$ cat src/rtl/char_lcd_bus_sequencer_top_defines.svh
// assertion macros for the character lcd bus sequencer
`ifndef CHAR_LCD_BUS_SEQUENCER_TOP_DEFINES_SVH
`define CHAR_LCD_BUS_SEQUENCER_TOP_DEFINES_SVH

// same-cycle implication, checked out of reset
`define CLBS_ASSERT_NOW(label, clk, rstn, ante, cons) \
    label: assert property (@(posedge clk) disable iff (!rstn) (ante) |-> (cons)) \
        else $error("%m: check failed");

// next-cycle implication, checked out of reset
`define CLBS_ASSERT_NEXT(label, clk, rstn, ante, cons) \
    label: assert property (@(posedge clk) disable iff (!rstn) (ante) |=> (cons)) \
        else $error("%m: check failed");

`endif

$ cat src/rtl/clbs_pkg.sv
// shared types, phase codes and helpers for the character lcd bus sequencer
package clbs_pkg;

    localparam int TickW = 26;

    // sequencer phases
    localparam logic [2:0] PH_IDLE     = 3'd0;
    localparam logic [2:0] PH_RD_E     = 3'd1;
    localparam logic [2:0] PH_RD_GAP   = 3'd2;
    localparam logic [2:0] PH_RDY_WAIT = 3'd3;
    localparam logic [2:0] PH_WR_E     = 3'd4;
    localparam logic [2:0] PH_WR_HOLD  = 3'd5;
    localparam logic [2:0] PH_POST     = 3'd6;

    // input function codes
    localparam logic [1:0] FUNC_TICK  = 2'd0;
    localparam logic [1:0] FUNC_INIT  = 2'd1;
    localparam logic [1:0] FUNC_WRITE = 2'd2;
    localparam logic [1:0] FUNC_GOTO  = 2'd3;

    // register indexes
    localparam logic [1:0] REG_TPQ   = 2'd0;
    localparam logic [1:0] REG_CMD   = 2'd1;
    localparam logic [1:0] REG_RDY   = 2'd2;
    localparam logic [1:0] REG_CLEAR = 2'd3;

    localparam logic [7:0] CMD_SET_DDRAM = 8'h80;
    localparam logic [7:0] ROW2_OFFSET   = 8'h40;

    typedef struct packed {
        logic [7:0]  tpq;
        logic [9:0]  cmd_us;
        logic [9:0]  rdy_us;
        logic [15:0] clear_us;
    } cfg_t;

    // lowest bit is e, matching the result tdata layout
    typedef struct packed {
        logic       ready;
        logic       drive;
        logic [7:0] bus;
        logic       rw;
        logic       rs;
        logic       e;
    } res_t;

    typedef struct packed {
        logic [2:0] phase;
        logic [2:0] init_step;
    } stat_t;

    // init command bytes: display on, 8-bit two-line, clear, entry mode
    function automatic logic [7:0] init_byte(input logic [1:0] idx);
        logic [7:0] b;
        case (idx)
            2'd0:    b = 8'h0C;
            2'd1:    b = 8'h38;
            2'd2:    b = 8'h01;
            default: b = 8'h06;
        endcase
        return b;
    endfunction

    // microseconds to clock ticks: us * 4 * ticks per quarter microsecond
    function automatic logic [TickW-1:0] us_to_ticks(input logic [15:0] us,
                                                     input logic [7:0] tpq);
        logic [23:0] prod;
        prod = 24'(us) * 24'(tpq);
        return {prod, 2'b00};
    endfunction

endpackage

$ cat src/rtl/char_lcd_bus_sequencer_top.sv
// top level of the character lcd bus sequencer with stream ports and apb settings
//
// Each input transfer is one clock tick of the display sequencer (tuser 0) or a command
// (1 init, 2 write character, 3 goto column/row) and yields exactly one result transfer
// with the pin levels after that tick. The block takes one transfer per clock: the phase
// state is updated and the result is registered at the accepting edge, and the result
// register frees itself in the same cycle it is taken, so s_tready stays high unless a
// result is held back by m_tready. Commands that arrive while a sequence is running are
// ignored; ready_res in the result says when the next one is taken. Timing values follow
// the settings registers, converted with one multiply in the phase update path.
`include "char_lcd_bus_sequencer_top_defines.svh"

module char_lcd_bus_sequencer_top (
    input  logic        aclk,
    input  logic        aresetn,
    input  logic        s_tvalid,
    output logic        s_tready,
    // [7:0] char_code, [13:8] column, [15:14] row, [23:16] bus_in
    input  logic [23:0] s_tdata,
    // [1:0] func
    input  logic [1:0]  s_tuser,
    output logic        m_tvalid,
    input  logic        m_tready,
    // [0] pin_e, [1] pin_rs, [2] pin_rw, [10:3] bus_out, [11] bus_drive, [12] ready_res
    output logic [15:0] m_tdata,
    input  logic        psel,
    input  logic        penable,
    input  logic        pwrite,
    input  logic [3:0]  paddr,
    input  logic [31:0] pwdata,
    output logic [31:0] prdata,
    output logic        pready
);

    clbs_pkg::cfg_t  cfg;
    clbs_pkg::res_t  res_next;
    clbs_pkg::stat_t stat;
    clbs_pkg::res_t  res_reg;
    logic            m_valid_reg, m_valid_next;
    logic            s_accept;

    clbs_apb_regs u_regs (
        .aclk    (aclk),
        .aresetn (aresetn),
        .psel    (psel),
        .penable (penable),
        .pwrite  (pwrite),
        .paddr   (paddr),
        .pwdata  (pwdata),
        .prdata  (prdata),
        .pready  (pready),
        .cfg     (cfg)
    );

    clbs_core u_core (
        .aclk      (aclk),
        .aresetn   (aresetn),
        .step_en   (s_accept),
        .func      (s_tuser),
        .char_code (s_tdata[7:0]),
        .column    (s_tdata[13:8]),
        .row       (s_tdata[15:14]),
        .bus_in    (s_tdata[23:16]),
        .cfg       (cfg),
        .res_next  (res_next),
        .stat      (stat)
    );

    assign s_tready     = !m_valid_reg || m_tready;
    assign s_accept     = s_tvalid && s_tready;
    assign m_valid_next = s_accept || (m_valid_reg && !m_tready);

    always_ff @(posedge aclk) begin
        if (!aresetn) begin
            m_valid_reg <= 1'b0;
        end else begin
            m_valid_reg <= m_valid_next;
        end
    end

    always_ff @(posedge aclk) begin
        if (s_accept) begin
            res_reg <= res_next;
        end
    end

    assign m_tvalid = m_valid_reg;
    assign m_tdata  = {3'b000, res_reg};

    `CLBS_ASSERT_NEXT(a_accept_gives_result, aclk, aresetn, s_accept, m_valid_reg)
    `CLBS_ASSERT_NOW(a_idle_no_init, aclk, aresetn, stat.init_step != 3'd0,
                     stat.phase != clbs_pkg::PH_IDLE)
    `CLBS_ASSERT_NOW(a_ready_e_low, aclk, aresetn, m_valid_reg && res_reg.ready, !res_reg.e)
    `CLBS_ASSERT_NOW(a_e_in_strobe, aclk, aresetn, res_next.e,
                     stat.phase == clbs_pkg::PH_RD_E || stat.phase == clbs_pkg::PH_WR_E ||
                     stat.phase == clbs_pkg::PH_IDLE || stat.phase == clbs_pkg::PH_RD_GAP ||
                     stat.phase == clbs_pkg::PH_RDY_WAIT || stat.phase == clbs_pkg::PH_POST)

endmodule

$ cat src/rtl/clbs_apb_regs.sv
// apb register file holding the timing settings
module clbs_apb_regs (
    input  logic                aclk,
    input  logic                aresetn,
    input  logic                psel,
    input  logic                penable,
    input  logic                pwrite,
    input  logic [3:0]          paddr,
    input  logic [31:0]         pwdata,
    output logic [31:0]         prdata,
    output logic                pready,
    output clbs_pkg::cfg_t      cfg
);

    logic [7:0]  tpq_reg;
    logic [9:0]  cmd_reg;
    logic [9:0]  rdy_reg;
    logic [15:0] clear_reg;
    logic        wr_en;

    assign pready = 1'b1;
    assign wr_en  = psel && penable && pwrite && pready;

    always_ff @(posedge aclk) begin
        if (!aresetn) begin
            tpq_reg   <= 8'd42;
            cmd_reg   <= 10'd39;
            rdy_reg   <= 10'd8;
            clear_reg <= 16'd2000;
        end else if (wr_en) begin
            case (paddr[3:2])
                clbs_pkg::REG_TPQ:   tpq_reg   <= pwdata[7:0];
                clbs_pkg::REG_CMD:   cmd_reg   <= pwdata[9:0];
                clbs_pkg::REG_RDY:   rdy_reg   <= pwdata[9:0];
                clbs_pkg::REG_CLEAR: clear_reg <= pwdata[15:0];
                default: ;
            endcase
        end
    end

    always_comb begin
        case (paddr[3:2])
            clbs_pkg::REG_TPQ:   prdata = {24'd0, tpq_reg};
            clbs_pkg::REG_CMD:   prdata = {22'd0, cmd_reg};
            clbs_pkg::REG_RDY:   prdata = {22'd0, rdy_reg};
            clbs_pkg::REG_CLEAR: prdata = {16'd0, clear_reg};
            default:             prdata = 32'd0;
        endcase
    end

    assign cfg = '{tpq: tpq_reg, cmd_us: cmd_reg, rdy_us: rdy_reg, clear_us: clear_reg};

endmodule

$ cat src/rtl/clbs_core.sv
// phase sequencer: busy poll, byte strobe and post-write waits
module clbs_core (
    input  logic               aclk,
    input  logic               aresetn,
    input  logic               step_en,
    input  logic [1:0]         func,
    input  logic [7:0]         char_code,
    input  logic [5:0]         column,
    input  logic [1:0]         row,
    input  logic [7:0]         bus_in,
    input  clbs_pkg::cfg_t     cfg,
    output clbs_pkg::res_t     res_next,
    output clbs_pkg::stat_t    stat
);

    logic [2:0]                 phase_reg, phase_next;
    logic [2:0]                 init_reg, init_next;
    logic [clbs_pkg::TickW-1:0] tick_reg, tick_next;
    logic [7:0]                 pbyte_reg, pbyte_next;
    logic                       pdata_reg, pdata_next;
    logic                       e_reg, e_next;
    logic                       rs_reg, rs_next;
    logic                       rw_reg, rw_next;
    logic                       drive_reg, drive_next;
    logic [7:0]                 bus_reg, bus_next;

    logic [15:0]                wait_us;
    logic [clbs_pkg::TickW-1:0] wait_ticks;
    logic [clbs_pkg::TickW-1:0] quarter_ticks;
    logic [clbs_pkg::TickW-1:0] read_ticks;
    logic [7:0]                 goto_addr;

    assign quarter_ticks = clbs_pkg::TickW'(cfg.tpq);
    assign read_ticks    = clbs_pkg::TickW'({cfg.tpq, 1'b0});

    // one shared multiply serves the ready wait and every post wait
    always_comb begin
        if (phase_reg == clbs_pkg::PH_RD_E) begin
            wait_us = {6'd0, cfg.rdy_us};
        end else if (init_reg == 3'd3) begin
            wait_us = cfg.clear_us;
        end else if (init_reg != 3'd0 || pdata_reg) begin
            wait_us = {6'd0, cfg.cmd_us};
        end else begin
            wait_us = 16'd0;
        end
    end

    assign wait_ticks = clbs_pkg::us_to_ticks(wait_us, cfg.tpq);

    always_comb begin
        goto_addr = {2'b00, column} - 8'd1;
        if (row != 2'd1) begin
            goto_addr = goto_addr | clbs_pkg::ROW2_OFFSET;
        end
    end

    always_comb begin
        phase_next = phase_reg;
        init_next  = init_reg;
        tick_next  = tick_reg;
        pbyte_next = pbyte_reg;
        pdata_next = pdata_reg;
        e_next     = e_reg;
        rs_next    = rs_reg;
        rw_next    = rw_reg;
        drive_next = drive_reg;
        bus_next   = bus_reg;

        if (phase_reg == clbs_pkg::PH_IDLE) begin
            if (func != clbs_pkg::FUNC_TICK) begin
                case (func)
                    clbs_pkg::FUNC_INIT: begin
                        init_next  = 3'd1;
                        pbyte_next = clbs_pkg::init_byte(2'd0);
                        pdata_next = 1'b0;
                    end
                    clbs_pkg::FUNC_WRITE: begin
                        init_next  = 3'd0;
                        pbyte_next = char_code;
                        pdata_next = 1'b1;
                    end
                    default: begin
                        init_next  = 3'd0;
                        pbyte_next = clbs_pkg::CMD_SET_DDRAM | goto_addr;
                        pdata_next = 1'b0;
                    end
                endcase
                phase_next = clbs_pkg::PH_RD_E;
                tick_next  = read_ticks;
                drive_next = 1'b0;
                rw_next    = 1'b1;
                rs_next    = 1'b0;
                e_next     = 1'b1;
            end
        end else if (tick_reg > clbs_pkg::TickW'(1)) begin
            tick_next = tick_reg - clbs_pkg::TickW'(1);
        end else begin
            case (phase_reg)
                clbs_pkg::PH_RD_E: begin
                    e_next = 1'b0;
                    // bit 7 is the busy flag
                    if (bus_in[7]) begin
                        phase_next = clbs_pkg::PH_RD_GAP;
                        tick_next  = quarter_ticks;
                    end else begin
                        drive_next = 1'b1;
                        phase_next = clbs_pkg::PH_RDY_WAIT;
                        tick_next  = wait_ticks;
                    end
                end
                clbs_pkg::PH_RD_GAP: begin
                    phase_next = clbs_pkg::PH_RD_E;
                    tick_next  = read_ticks;
                    drive_next = 1'b0;
                    rw_next    = 1'b1;
                    rs_next    = 1'b0;
                    e_next     = 1'b1;
                end
                clbs_pkg::PH_RDY_WAIT: begin
                    rw_next    = 1'b0;
                    rs_next    = pdata_reg;
                    drive_next = 1'b1;
                    bus_next   = pbyte_reg;
                    e_next     = 1'b1;
                    phase_next = clbs_pkg::PH_WR_E;
                    tick_next  = quarter_ticks;
                end
                clbs_pkg::PH_WR_E: begin
                    e_next     = 1'b0;
                    phase_next = clbs_pkg::PH_WR_HOLD;
                    tick_next  = quarter_ticks;
                end
                clbs_pkg::PH_WR_HOLD: begin
                    phase_next = clbs_pkg::PH_POST;
                    tick_next  = wait_ticks;
                end
                clbs_pkg::PH_POST: begin
                    if (init_reg >= 3'd1 && init_reg <= 3'd3) begin
                        // next init command, then poll busy again
                        pbyte_next = clbs_pkg::init_byte(init_reg[1:0]);
                        pdata_next = 1'b0;
                        init_next  = init_reg + 3'd1;
                        phase_next = clbs_pkg::PH_RD_E;
                        tick_next  = read_ticks;
                        drive_next = 1'b0;
                        rw_next    = 1'b1;
                        rs_next    = 1'b0;
                        e_next     = 1'b1;
                    end else begin
                        init_next  = 3'd0;
                        phase_next = clbs_pkg::PH_IDLE;
                        tick_next  = '0;
                    end
                end
                default: begin
                    phase_next = clbs_pkg::PH_IDLE;
                    init_next  = 3'd0;
                    tick_next  = '0;
                end
            endcase
        end
    end

    always_ff @(posedge aclk) begin
        if (!aresetn) begin
            phase_reg <= clbs_pkg::PH_IDLE;
            init_reg  <= 3'd0;
            tick_reg  <= '0;
            pbyte_reg <= 8'd0;
            pdata_reg <= 1'b0;
            e_reg     <= 1'b0;
            rs_reg    <= 1'b0;
            rw_reg    <= 1'b0;
            drive_reg <= 1'b0;
            bus_reg   <= 8'd0;
        end else if (step_en) begin
            phase_reg <= phase_next;
            init_reg  <= init_next;
            tick_reg  <= tick_next;
            pbyte_reg <= pbyte_next;
            pdata_reg <= pdata_next;
            e_reg     <= e_next;
            rs_reg    <= rs_next;
            rw_reg    <= rw_next;
            drive_reg <= drive_next;
            bus_reg   <= bus_next;
        end
    end

    assign res_next = '{ready: (phase_next == clbs_pkg::PH_IDLE), drive: drive_next,
                        bus: bus_next, rw: rw_next, rs: rs_next, e: e_next};
    assign stat = '{phase: phase_reg, init_step: init_reg};

endmodule
$ cat config.mk
export PLATFORM = sky130hd
export DESIGN_NAME = char_lcd_bus_sequencer_top
export DESIGN_NICKNAME = d
export VERILOG_FILES = /design/src/rtl/clbs_pkg.sv /design/src/rtl/char_lcd_bus_sequencer_top.sv /design/src/rtl/clbs_apb_regs.sv /design/src/rtl/clbs_core.sv
export VERILOG_INCLUDE_DIRS = /design/src /design/src/rtl
export SDC_FILE = /design/constraint.sdc
export NUM_CORES = 1
export LEC_CHECK = 0
export BUFFER_PORTS_ARGS = -buffer_cell sky130_fd_sc_hd__clkbuf_2
export CORE_MARGIN = 4
export CORE_UTILIZATION = 55
export CTS_CLUSTER_DIAMETER = 60
export DETAILED_ROUTE_END_ITERATION = 8
export PLACE_DENSITY_LB_ADDON = 0.3
export SLEW_MARGIN = 20
export SYNTH_ARGS = -nofsm -noshare
export SYNTH_HDL_FRONTEND = slang
export SYNTH_SLANG_ARGS = --single-unit
$ cat constraint.sdc
create_clock -name aclk -period 6.7 [get_ports aclk]
set_input_delay 0.335 -clock aclk [delete_from_list [all_inputs] [get_ports aclk]]
set_output_delay 0.335 -clock aclk [all_outputs]
set_load 0.05 [all_outputs]
==> results.md <==
- Status: completed
- Hpwl dp: 19,950 um
- Register bit total from synthesis: 111
- Syn Area/Cell: 8.250 sq um
- Clk pwr share: 23.3%
- IO Port Bufs: 74
- Worst Setup SP: u_core.phase_reg[0]
- Power Density: 211.7 nW/um^2
- Crit-path max FO: 8
- Post-synthesis sequential area ratio: 22.10%
- Die Y-Extent: 147.1 um
- Hold Fails Final Rpt: 0
- Worst r2r src: u_core.phase_reg[0]
- Final period utilization: 92.27%
- Worst slew pin tran: 1.121 ns
- Initial Utilization: 56.33%
- Leakage Power: 5.051 nW
- Clock sinks: 111
- H-tree depth: 3
- Synth cell types: 73
- Layout Cells excl Fill: 1,586
- CTS Buf Count: 9
- Max Cap Viol: 0
- CP Class: flop to flop
- Critical Path Most Common Cell: fa_1
- Maximum clock rate: 161.8 MHz
- Routed wire length per instance: 17.03 um
- Worst path cell trace: nor2b_1 -> nand2b_1 -> o21ai_0 -> nor2b_1 -> fa_1 -> inv_1 -> fa_1 -> fa_1 -> fa_1 -> inv_1 -> ha_1 -> a21oi_1 -> o21ai_0 -> a311o_1 -> a2111oi_0 -> a21bo_2
- Clk_skew: 0.01994 ns
- DRT Pass-1 Iters: 8
- Max FFs per register: 26
- Routed WL: 27,000 um
- Worst setup EP type: flop
- Crit path required time: 7.02 ns
- Die Width: 147.1 um
- Ant. Diodes: 0
- CTS hold repair buffers: 0
- Syn Inst Count: 1,290
- Routed wl met2: 12,720 um
- Largest net degree at the start of global routing: 57
- Initial antenna violation count: 0
- Residual DRC: 0
- Post-CTS Resized: 0
- Slew margin rel.: 24.49%
- Gpl congestion: 0.9059
- P_int: 1.373 mW
- Layout cells sized above 1: 11.46%
- All-layer global routing usage: 24.82%
- Slew Viols, Final: 0
- Worst-skew pair later-pin latency: 0.37 ns
- GRT overflow: 0
- Startpoint types: flop
- Ys flop type: dfxtp_1
- Syn. warnings: 0
- Reg2Reg Setup Slack: 0.52 ns
- Average vias per placed instance: 5.893
- Final worst path period need: 6.182 ns
- Clock root buffer: clkbuf_16
- Total Power: 2.428 mW
- # IOs: 120
- Metal3 WL: 1856 um
- Met1 wire length: 12,080 um
- Vias in the first global route: 8,946
- Clock transition at the registers of the reported paths: 0.09 ns
- Asr flop ratio synth: 0%
- CP endpoint: u_core.tick_reg[25]
- Core footprint: 18,890 sq um
- Post-synth EDFFs: 13
- Worst r2r dst: u_core.tick_reg[25]
- Peak supply drop: 0.1677 mV
- Post-CTS setup repair buffer count: 0
- P&R area growth vs syn: 7.759%
- RSZ-0062 raised after global routing: no
- Final setup viols: 0
- Psw: 1.055 mW
- R2R depth: 16
- Critical Path Max Stage Delay: 0.93 ns
- Total Nets Final: 1,531
- CP Buf/Inv Count: 2
- Commonest non-fill, non-tap cells in the layout: inv_1 (132), nand2_1 (120), dfxtp_1 (98), a21oi_1 (87), fa_1 (84)
- First-pass GRT wire length: 44,720 um
- CP max-delay cell: o21ai_0
- Switching share of total power: 43.47%
- Die area: 21,640 sq um
- Crit. path cell count: 16
- Most common cell after layout, fill and taps aside: inv_1
- CTS tree: yes
- Setup total negative slack: 0 ns
- Seq pwr share: 30.7%
- CP Data Arrival Time: 6.50 ns
- Clock tree buffer depth: 2
- Vias: 9,347
- Placed Cells incl. Taps: 1,570
- Initial drt markers: 823
- Crit path max-delay family: adder cells
- Max Used Layer: met4
- Combinational share of power: 46.0%
- Rows: 50
- Hold Crit Class: input pin to flop
- Post-Syn Area: 10,640 sq um
- Post-route antenna net violation count: 0
[layer usage]
layer  vias up  track usage (%)
met5         -                0
met4         0            5.871
met3        35            3.516
met2       380            41.24
met1      4453            34.54
li1       4479                -
[area by class of cell]
class                           count  area [sq um]
Sequential cell                   111          2352
Inverter                          135         506.7
Clock buffer                        9         225.2
Multi-Input combinational cell    962          7385
Tap cell                          260         325.3
Fill cell                        1691          7425
Clock inverter                      7         93.84
Timing Repair Buffer              102         580.6
[how the worst min path moves through the flow]
| stage | startpoint | endpoint | slack, ns | cells past startpoint |
|---|---|---|---|---|
| floorplan | u_core.tick_reg[13] | u_core.tick_reg[13] | 0.43 | 2 |
| global placement | u_core.tick_reg[13] | u_core.tick_reg[13] | 0.45 | 2 |
| detailed placement | u_core.tick_reg[13] | u_core.tick_reg[13] | 0.45 | 2 |
| CTS | pwdata[10] | u_regs.clear_reg[10] | 0.18 | 3 |
| global route | pwdata[10] | u_regs.clear_reg[10] | 0.19 | 3 |
| finish | pwdata[13] | u_regs.clear_reg[13] | 0.19 | 3 |
[through the flow]
| step | hold WS (ns) | util (%) | area, sq um | setup WS (ns) |
|---|---|---|---|---|
| 3_3_place_gp | 0.4467 | 59.00 | 11150 | 0.6646 |
| 5_1_grt | 0.1944 | 60.70 | 11470 | 0.1592 |
| 6_report | 0.1877 | 60.70 | 11470 | 0.5177 |
| 2_1_floorplan | 0.4324 | - | 10710 | 0.3451 |
| 3_5_place_dp | 0.4479 | 59.00 | 11150 | 0.6059 |
| 4_1_cts | 0.1825 | 60.69 | 11470 | 0.5894 |
[cells by family (layout without fill, tap and decap cells)]
| kind of cell | Yosys count | in the layout | share of synthesized area, % |
|---|---|---|---|
| multiplexers | 38 | 38 | 4.632 |
| XOR/XNOR | 25 | 25 | 2.057 |
| AND/OR/NAND/NOR | 459 | 459 | 22.42 |
| AO/OA/AOI/OAI | 279 | 279 | 16.98 |
| flip-flops | 111 | 111 | 22.10 |
| other | 2 | 20 | 0.07056 |
| buffers and inverters | 235 | 253 | 9.241 |
| adder cells (fa/ha/maj) | 141 | 141 | 22.50 |
[Yosys cell counts (all sizes together), types with 5 or more instances]
master,number,share of area (%)
nor2,57,2.0
mux2i,20,1.9
mux2,10,1.1
fa,84,16
nor3,26,1.3
nor2b,79,4.6
o211ai,22,1.6
a221o,12,1.1
nand4,7,0.41
nand2b,14,0.82
o31ai,5,0.48
or3,16,0.94
o21ai,65,3.1
a22oi,5,0.35
nand3,59,2.8
clkbuf,65,2.3
a21oi,87,4.1
and3,39,2.3
inv,133,4.7
dfxtp,98,18
nor4,14,0.94
o211a,5,0.47
buf,35,2.2
nand2,121,4.3
a211oi,10,0.71
a31oi,16,0.94
xor2,11,0.91
ha,57,6.7
a21o,8,0.56
edfxtp,13,3.7
nor3b,6,0.42
or4,6,0.46
xnor2,14,1.2
mux4,8,1.7
[worst register-to-register path, cell delays in order, from the launching register on]
cell and delay, ns:
dfxtp_1 0.33, nor2b_1 0.30, nand2b_1 0.30, o21ai_0 0.93, nor2b_1 0.17, fa_1 0.57, inv_1 0.06, fa_1 0.51
fa_1 0.54, fa_1 0.58, inv_1 0.05, ha_1 0.35, a21oi_1 0.27, o21ai_0 0.17, a311o_1 0.40, a2111oi_0 0.40
a21bo_2 0.19
[power by group through the flow]
stage          Combinational (mW)  Clock, mW  Sequential, mW
2_1_floorplan               0.851          0           0.767
3_3_place_gp                 1.09          0           0.757
3_5_place_dp                 1.10          0           0.759
4_1_cts                      1.11      0.570           0.744
5_1_grt                      1.25      0.602           0.750
6_report                     1.12      0.565           0.745
Power figures use the tool's default switching activity.
